<file path="config.mk">
export PLATFORM = sky130hd
export DESIGN_NAME = run_length_sequence_skipper
export DESIGN_NICKNAME = d
export VERILOG_FILES = /design/src/rtl/rlss_pkg.sv /design/src/rtl/rlss_run_store.sv /design/src/rtl/run_length_sequence_skipper.sv
export SDC_FILE = /design/constraint.sdc
export NUM_CORES = 2
export LEC_CHECK = 0
export BUFFER_PORTS_ARGS = -buffer_cell sky130_fd_sc_hd__buf_2
export CAP_MARGIN = 20
export CORE_ASPECT_RATIO = 0.75
export CORE_MARGIN = 4
export CORE_UTILIZATION = 56
export DETAILED_ROUTE_END_ITERATION = 16
export PLACE_DENSITY = 0.8
export SYNTH_ARGS = -nofsm -noshare
export SYNTH_HDL_FRONTEND = slang
export SYNTH_HIERARCHICAL = 1
export SYNTH_SLANG_ARGS = --single-unit
</file>
<file path="constraint.sdc">
create_clock -name clk -period 9.4 [get_ports clk]
set_input_delay 1.88 -clock clk [delete_from_list [all_inputs] [get_ports clk]]
set_output_delay 1.88 -clock clk [all_outputs]
set_load 0.1 [all_outputs]
</file>
<file path="src/rtl/rlss_pkg.sv">
`timescale 1ns / 1ps
`default_nettype none

package rlss_pkg;

	localparam int MAX_RUNS = 64;
	localparam int DATA_W   = 31;
	localparam int SLOT_W   = $clog2(MAX_RUNS);
	localparam int PTR_W    = $clog2(2 * MAX_RUNS);

	localparam logic [PTR_W:0] PTR_MOD = (PTR_W + 1)'(2 * MAX_RUNS);

	typedef enum logic [1:0] {
		CMD_CLEAR  = 2'd0,
		CMD_APPEND = 2'd1,
		CMD_SKIP   = 2'd2
	} command_t;

	typedef enum logic [1:0] {
		ST_IDLE,
		ST_READ,
		ST_CMP,
		ST_OUT
	} state_t;

	typedef struct packed {
		logic [1:0]        command;
		logic [DATA_W-1:0] run_length;
		logic [DATA_W-1:0] run_value;
		logic [DATA_W-1:0] request_count;
	} in_t;

	typedef struct packed {
		logic              found;
		logic [DATA_W-1:0] element_value;
	} out_t;

	typedef struct packed {
		logic              wr_en;
		logic              wr_value_en;
		logic [SLOT_W-1:0] wr_slot;
		logic [DATA_W-1:0] wr_count;
		logic [DATA_W-1:0] wr_value;
		logic              rd_en;
		logic [SLOT_W-1:0] rd_slot;
	} store_req_t;

	function automatic logic [PTR_W-1:0] ptr_next(input logic [PTR_W-1:0] p);
		if (p == PTR_W'(2 * MAX_RUNS - 1)) begin
			return '0;
		end
		return p + 1'b1;
	endfunction

	function automatic logic [SLOT_W-1:0] ptr_slot(input logic [PTR_W-1:0] p);
		if ({1'b0, p} >= (PTR_W + 1)'(MAX_RUNS)) begin
			return SLOT_W'(p - PTR_W'(MAX_RUNS));
		end
		return SLOT_W'(p);
	endfunction

	function automatic logic [PTR_W-1:0] occupancy(input logic [PTR_W-1:0] t,
			input logic [PTR_W-1:0] h);
		logic [PTR_W:0] d;
		d = {1'b0, t} - {1'b0, h};
		if (d[PTR_W]) begin
			d = d + PTR_MOD;
		end
		return PTR_W'(d);
	endfunction

endpackage

`default_nettype wire

</file>
<file path="src/rtl/rlss_run_store.sv">
`timescale 1ns / 1ps
`default_nettype none

module rlss_run_store (
	input  wire                       clk,
	input  rlss_pkg::store_req_t      req,
	output logic [rlss_pkg::DATA_W-1:0] rd_count,
	output logic [rlss_pkg::DATA_W-1:0] rd_value
);
	import rlss_pkg::*;

	logic [DATA_W-1:0] count_mem [MAX_RUNS];
	logic [DATA_W-1:0] value_mem [MAX_RUNS];

	always_ff @(posedge clk) begin
		if (req.wr_en) begin
			count_mem[req.wr_slot] <= req.wr_count;
		end
		if (req.rd_en) begin
			rd_count <= count_mem[req.rd_slot];
		end
	end

	always_ff @(posedge clk) begin
		if (req.wr_en && req.wr_value_en) begin
			value_mem[req.wr_slot] <= req.wr_value;
		end
		if (req.rd_en) begin
			rd_value <= value_mem[req.rd_slot];
		end
	end

endmodule

`default_nettype wire

</file>
<file path="src/rtl/run_length_sequence_skipper.sv">
`timescale 1ns / 1ps
`default_nettype none

// Clear and append leave the sequencer idle; a new request is taken every cycle for them.
// Skip: the sequencer walks the stored runs from the head; each run read costs a store
// read state (ST_READ) then a subtract/compare state (ST_CMP), after which ST_OUT loads
// the output register. No request is taken until the result is handed to that register.
// Reset clears the head and tail pointers, the sequencer and the result valid flag; the run store is not
// cleared and holds no valid bits, since only written entries are ever read.
module run_length_sequence_skipper (
	input  wire                clk,
	input  wire                arst_n,
	input  wire                cmd_valid,
	output logic               cmd_stall,
	input  rlss_pkg::in_t      cmd_data,
	output logic               res_valid,
	input  wire                res_stall,
	output rlss_pkg::out_t     res_data
);
	import rlss_pkg::*;

	state_t            state_q, state_d;
	logic [PTR_W-1:0]  head_q, head_d;
	logic [PTR_W-1:0]  tail_q, tail_d;
	logic [DATA_W-1:0] n_q, n_d;
	logic              res_found_q, res_found_d;
	logic [DATA_W-1:0] res_value_q, res_value_d;
	logic              res_valid_q;
	out_t              res_data_q;
	logic              load_out;

	store_req_t        st_req;
	logic [DATA_W-1:0] rd_count;
	logic [DATA_W-1:0] rd_value;

	logic [PTR_W-1:0]  occ;
	logic [DATA_W:0]   sub;
	logic [DATA_W:0]   neg;
	logic              n_gt;

	rlss_run_store u_store (
		.clk      (clk),
		.req      (st_req),
		.rd_count (rd_count),
		.rd_value (rd_value)
	);

	assign occ  = occupancy(tail_q, head_q);
	// shared subtractor: request remainder minus stored run count
	assign sub  = {1'b0, n_q} - {1'b0, rd_count};
	assign neg  = (DATA_W + 1)'(0) - sub;
	assign n_gt = !sub[DATA_W] && (sub[DATA_W-1:0] != '0);

	always_ff @(posedge clk or negedge arst_n) begin
		if (!arst_n) begin
			state_q <= ST_IDLE;
		end else begin
			state_q <= state_d;
		end
	end

	always_comb begin
		state_d     = state_q;
		head_d      = head_q;
		tail_d      = tail_q;
		n_d         = n_q;
		res_found_d = res_found_q;
		res_value_d = res_value_q;
		st_req      = '0;
		load_out    = 1'b0;
		cmd_stall   = (state_q != ST_IDLE);
		case (state_q)
			ST_IDLE: begin
				if (cmd_valid) begin
					case (cmd_data.command)
						CMD_CLEAR: begin
							head_d = '0;
							tail_d = '0;
						end
						CMD_APPEND: begin
							if (occ < PTR_W'(MAX_RUNS)) begin
								st_req.wr_en       = 1'b1;
								st_req.wr_value_en = 1'b1;
								st_req.wr_slot     = ptr_slot(tail_q);
								st_req.wr_count    = cmd_data.run_length;
								st_req.wr_value    = cmd_data.run_value;
								tail_d             = ptr_next(tail_q);
							end
						end
						CMD_SKIP: begin
							n_d         = cmd_data.request_count;
							res_found_d = 1'b0;
							res_value_d = '0;
							state_d     = ST_READ;
						end
						default: begin
						end
					endcase
				end
			end
			ST_READ: begin
				if (n_q == '0 || occ == '0) begin
					state_d = ST_OUT;
				end else begin
					st_req.rd_en   = 1'b1;
					st_req.rd_slot = ptr_slot(head_q);
					state_d        = ST_CMP;
				end
			end
			ST_CMP: begin
				if (n_gt) begin
					if (occ == PTR_W'(1)) begin
						// sequence runs out: drop everything
						head_d  = tail_q;
						state_d = ST_OUT;
					end else begin
						n_d     = sub[DATA_W-1:0];
						head_d  = ptr_next(head_q);
						state_d = ST_READ;
					end
				end else begin
					st_req.wr_en    = 1'b1;
					st_req.wr_slot  = ptr_slot(head_q);
					st_req.wr_count = neg[DATA_W-1:0];
					res_found_d     = 1'b1;
					res_value_d     = rd_value;
					state_d         = ST_OUT;
				end
			end
			ST_OUT: begin
				if (!res_valid_q || !res_stall) begin
					load_out = 1'b1;
					state_d  = ST_IDLE;
				end
			end
			default: begin
				state_d = ST_IDLE;
			end
		endcase
	end

	always_ff @(posedge clk or negedge arst_n) begin
		if (!arst_n) begin
			head_q      <= '0;
			tail_q      <= '0;
			res_valid_q <= 1'b0;
		end else begin
			head_q <= head_d;
			tail_q <= tail_d;
			if (load_out) begin
				res_valid_q <= 1'b1;
			end else if (!res_stall) begin
				res_valid_q <= 1'b0;
			end
		end
	end

	always_ff @(posedge clk) begin
		n_q         <= n_d;
		res_found_q <= res_found_d;
		res_value_q <= res_value_d;
		if (load_out) begin
			res_data_q.found         <= res_found_q;
			res_data_q.element_value <= res_value_q;
		end
	end

	assign res_valid = res_valid_q;
	assign res_data  = res_data_q;

	a_occ_bound: assert property (@(posedge clk) disable iff (!arst_n)
		occ <= PTR_W'(MAX_RUNS))
		else $error("run queue occupancy exceeds capacity");

	a_rise_from_out: assert property (@(posedge clk) disable iff (!arst_n)
		$rose(res_valid_q) |-> $past(state_q == ST_OUT))
		else $error("result raised outside the output state");

	a_short_cmd: assert property (@(posedge clk) disable iff (!arst_n)
		(cmd_valid && !cmd_stall && cmd_data.command != CMD_SKIP) |=> state_q == ST_IDLE)
		else $error("clear or append left the sequencer busy");

	a_cmp_nonzero: assert property (@(posedge clk) disable iff (!arst_n)
		state_q == ST_CMP |-> (n_q != '0 && occ != '0))
		else $error("compare step entered with nothing to consume");

endmodule

`default_nettype wire

</file>
==> impl_metrics.env <==
export IMPL_wire_per_inst_um=39.3
export IMPL_cts_hold_buf=0
export IMPL_power_leakage_uw=0.0523
export IMPL_core_area_um2=284000
export IMPL_utilization_pct=63.3
export IMPL_cts_clk_slew_worst_paths_ns=0.08
export IMPL_gr_usage_met3_pct=10.7
export IMPL_worst_hold_path_num_cells=0
export IMPL_via_count=86200
export IMPL_grt_antenna_before_repair=34
export IMPL_cts_tree="done"
export IMPL_ctsResizeCount=0
export IMPL_io_buffers=132
export IMPL_syn_instance_count=7314
export IMPL_critPathMaxStageDelay_ns=0.95
export IMPL_clockBufferDepth=4
export IMPL_dr_pass1_iters=8
export IMPL_crit_path_start_kind="flop"
export IMPL_ios=133
export IMPL_p_sw_share_pct=32.1
export IMPL_area_growth_pct=12.2
export IMPL_finClkSkew_ns=0.0977
export IMPL_p_comb_share_pct=25.9
export IMPL_max_slew_margin_pct=1.63
export IMPL_hpwl_um=250000
export IMPL_layout_min_cycle_time_ns=8.11
export IMPL_p_per_area_nw_per_um2=283
export IMPL_required_ns=9.86
export IMPL_synth_flop_cell="edfxtp_1"
export IMPL_final_cell_mix="4,125 x edfxtp_1, 990 x mux4_2, 366 x clkbuf_16"
export IMPL_top_usage_layer="met2"
export IMPL_synth_seq_cells=4142
export IMPL_avgSynthCellArea_um2=21.9
export IMPL_die_h_um=471
export IMPL_grt_ovfl_total=0
export IMPL_synth_largest_area_cell="edfxtp_1"
export IMPL_hold_start="res_value_q[28]"
export IMPL_use_met2_pct=45.4
export IMPL_r2r_cells=20
export IMPL_layout_drive_gt1_share_pct=27.7
export IMPL_dieWidth_um=625
export IMPL_yosys_top_cells_area="edfxtp_1 77%, mux4_2 14%, a221oi_1 0.71%, a22o_1 0.61%, nor2_1 0.58%"
export IMPL_path_cells="inv_1 -> ha_1 -> fa_1 -> nor2b_1 -> o21ai_0 -> a21boi_0 -> o21a_1 -> nor2_1 -> xnor2_1 -> nor3_1 -> a21oi_1 -> and3_4 -> and2_4 -> buf_12 -> buf_4 -> mux4_2 -> o22ai_1 -> nor2_1 -> a21oi_1 -> a221oi_1"
export IMPL_r2r_end="u_store/rd_count[3]"
export IMPL_synth_edf_count=4125
export IMPL_seq_area_frac_synth_pct=77.7
export IMPL_drcViolationCount=0
export IMPL_place_ws_ns=1.75
export IMPL_timing_rr_start="tail_q[0]"
export IMPL_p_seq_share_pct=45.0
export IMPL_grt_start_max_net_pins=137
export IMPL_synth_cell_type_count=84
export IMPL_grt_pass1_wl_um=642000
export IMPL_postPlaceCellArea_um2=168000
export IMPL_clock_sinks=4142
export IMPL_rows=169
export IMPL_ant_nets=0
export IMPL_ir_worst_vdd_mv=0.663
export IMPL_ys_warn_count=6
export IMPL_post_cts_setup_buffers=0
export IMPL_p_switching_uw=16300
export IMPL_clock_latency_ns=0.92
export IMPL_fmax_mhz=123
export IMPL_rsz0062_at_grt="no"
export IMPL_start_util_pct=56.4
export IMPL_fin_nets=7873
export IMPL_setup_worst_path_end_class="flop"
export IMPL_hold_class="flop to flop"
export IMPL_fin_crit_sh_pct=86.3
export IMPL_setup_tns_final_ns=0
export IMPL_power_share_clock_pct=29.1
export IMPL_slowest_stage="a21oi_1"
export IMPL_die_area_um2=294000
export IMPL_first_global_vias=83700
export IMPL_hold_end="res_data[28]"
export IMPL_synth_area_um2=160000
export IMPL_layout_commonest_cell="edfxtp_1"
export IMPL_root_buffer="clkbuf_16"
export IMPL_crit_arrival_ns=8.58
export IMPL_crit_buf_inv=3
export IMPL_worst_path_dominant_cell_family="compound AO/OA/AOI/OAI gates"
export IMPL_design_area_um2=180000
export IMPL_internal_power_uw=34500
export IMPL_slew_violations=0
export IMPL_async_flop_share_pct=0.410
export IMPL_grt_usage_pct=30.7
export IMPL_viasPerCell=7.31
export IMPL_htreeDepth=5
export IMPL_routed_wirelength_um=463000
export IMPL_rrSetupSlack_ns=1.29
export IMPL_worstSetupPathType="flop to flop"
export IMPL_hold_viol=0
export IMPL_crit_start="tail_q[0]"
export IMPL_setup_viol=0
export IMPL_synth_top_area_share_pct=77.4
export IMPL_crit_fanout=81
export IMPL_gp_congestion=0.925
export IMPL_worst_slew_pin_slew_ns=1.48
export IMPL_drt_iter0_markers=17500
export IMPL_synth_nets=7455
export IMPL_run_status="completed"
export IMPL_use_met1_pct=42.2
export IMPL_numCtsBuffers=362
export IMPL_cap_viol_max_count=0
export IMPL_setup_ws_ns=1.29
-- registers in the layout, indices dropped and copies added, names as in the netlist --
signal and count:
u_store/count_mem 1984, u_store/value_mem 1984, res_data 32, n_q 31, res_value_q 31, u_store/rd_count 31, u_store/rd_value 31, head_q 7
tail_q 7, state_q 2, res_found_q 1, res_valid 1
-- power by group through the flow --
stage | clock [µW] | combinational [µW] | sequential [µW]
5_1_grt | 15700 | 13500 | 22900
3_3_place_gp | 0 | 12200 | 23200
6_report | 14800 | 13100 | 22900
3_5_place_dp | 0 | 12500 | 23200
2_1_floorplan | 0 | 7070 | 23700
4_1_cts | 14800 | 12700 | 22900
-- cells by family (layout without fill, tap and decap cells) --
family,after synthesis,count (layout),synth area share [%]
AND/OR/NAND/NOR,707,707,2.08
adder cells (fa/ha/maj),42,42,0.338
multiplexers,1068,1068,14.4
XOR/XNOR,51,51,0.279
flip-flops,4142,4142,77.7
other,0,18,0
AO/OA/AOI/OAI,839,839,3.73
buffers and inverters,465,1166,1.46
-- metrics by stage --
stage / instances / hold WS (ns) / power [µW]
2_1_floorplan: 7314 / 0.400 / 30700
3_3_place_gp: 11100 / 0.400 / 35400
3_5_place_dp: 11100 / 0.405 / 35700
4_1_cts: 11700 / 0.420 / 50400
5_1_grt: 11800 / 0.435 / 52100
6_report: 11800 / 0.419 / 50800
-- final cells by class --
| cell class | count | area (µm²) |
|---|---|---|
| inverters | 53 | 199 |
| flip-flops and latches | 4142 | 124000 |
| well taps | 3762 | 4710 |
| clock inverters | 214 | 1880 |
| repair buffers | 466 | 4090 |
| multi-input cells | 2707 | 34900 |
| diodes | 18 | 45.0 |
| fillers | 17200 | 104000 |
| clock buffers | 433 | 9410 |
-- Yosys cell counts, types with 20 or more instances --
master       n
buf_2       64
xnor2_1     33
nand2_1    186
a22o_1     112
a22oi_1     48
a21oi_1    149
o21ai_0     75
mux2i_1     71
mux4_2     990
nor2_1     248
a211oi_1    22
clkbuf_1   191
nor3_1      39
buf_1       38
and2_1      75
ha_1        40
o22ai_1    139
nor4_1      20
nand3_1     30
inv_1       53
o21ai_1     27
edfxtp_1  4125
o221ai_1    46
buf_4      101
a221oi_1   129
-- worst max path at each step --
stage / endpoint / slack [ns] / depth (start not counted)
after floorplan: u_store/count_mem[0][30] / 2.54 / 14
after global placement: u_store/value_mem[18][19] / 1.68 / 18
after detailed placement: u_store/value_mem[10][3] / 1.75 / 18
after CTS: u_store/rd_count[3] / 1.64 / 20
after global routing: u_store/value_mem[2][11] / 1.12 / 16
final: u_store/rd_count[3] / 1.29 / 20
-- per-layer routing --
layer	up-vias	part of all wire (%)
met3	1448	17
met5	-	0.047
met1	43900	32
met2	8972	45
met4	12	5.6
li1	31900	-
-- worst reg2reg max path, stage by stage, from the launching register on --
cell and delay [ns]:
dfrtp_1 0.46, inv_1 0.07, ha_1 0.22, fa_1 0.41, nor2b_1 0.11, o21ai_0 0.12
a21boi_0 0.32, o21a_1 0.17, nor2_1 0.05, xnor2_1 0.46, nor3_1 0.15, a21oi_1 0.29
and3_4 0.67, and2_4 0.73, buf_12 0.54, buf_4 0.75, mux4_2 0.45, o22ai_1 0.29
nor2_1 0.08, a21oi_1 0.95, a221oi_1 0.40
No activity file was read; power rests on OpenSTA's default activity.
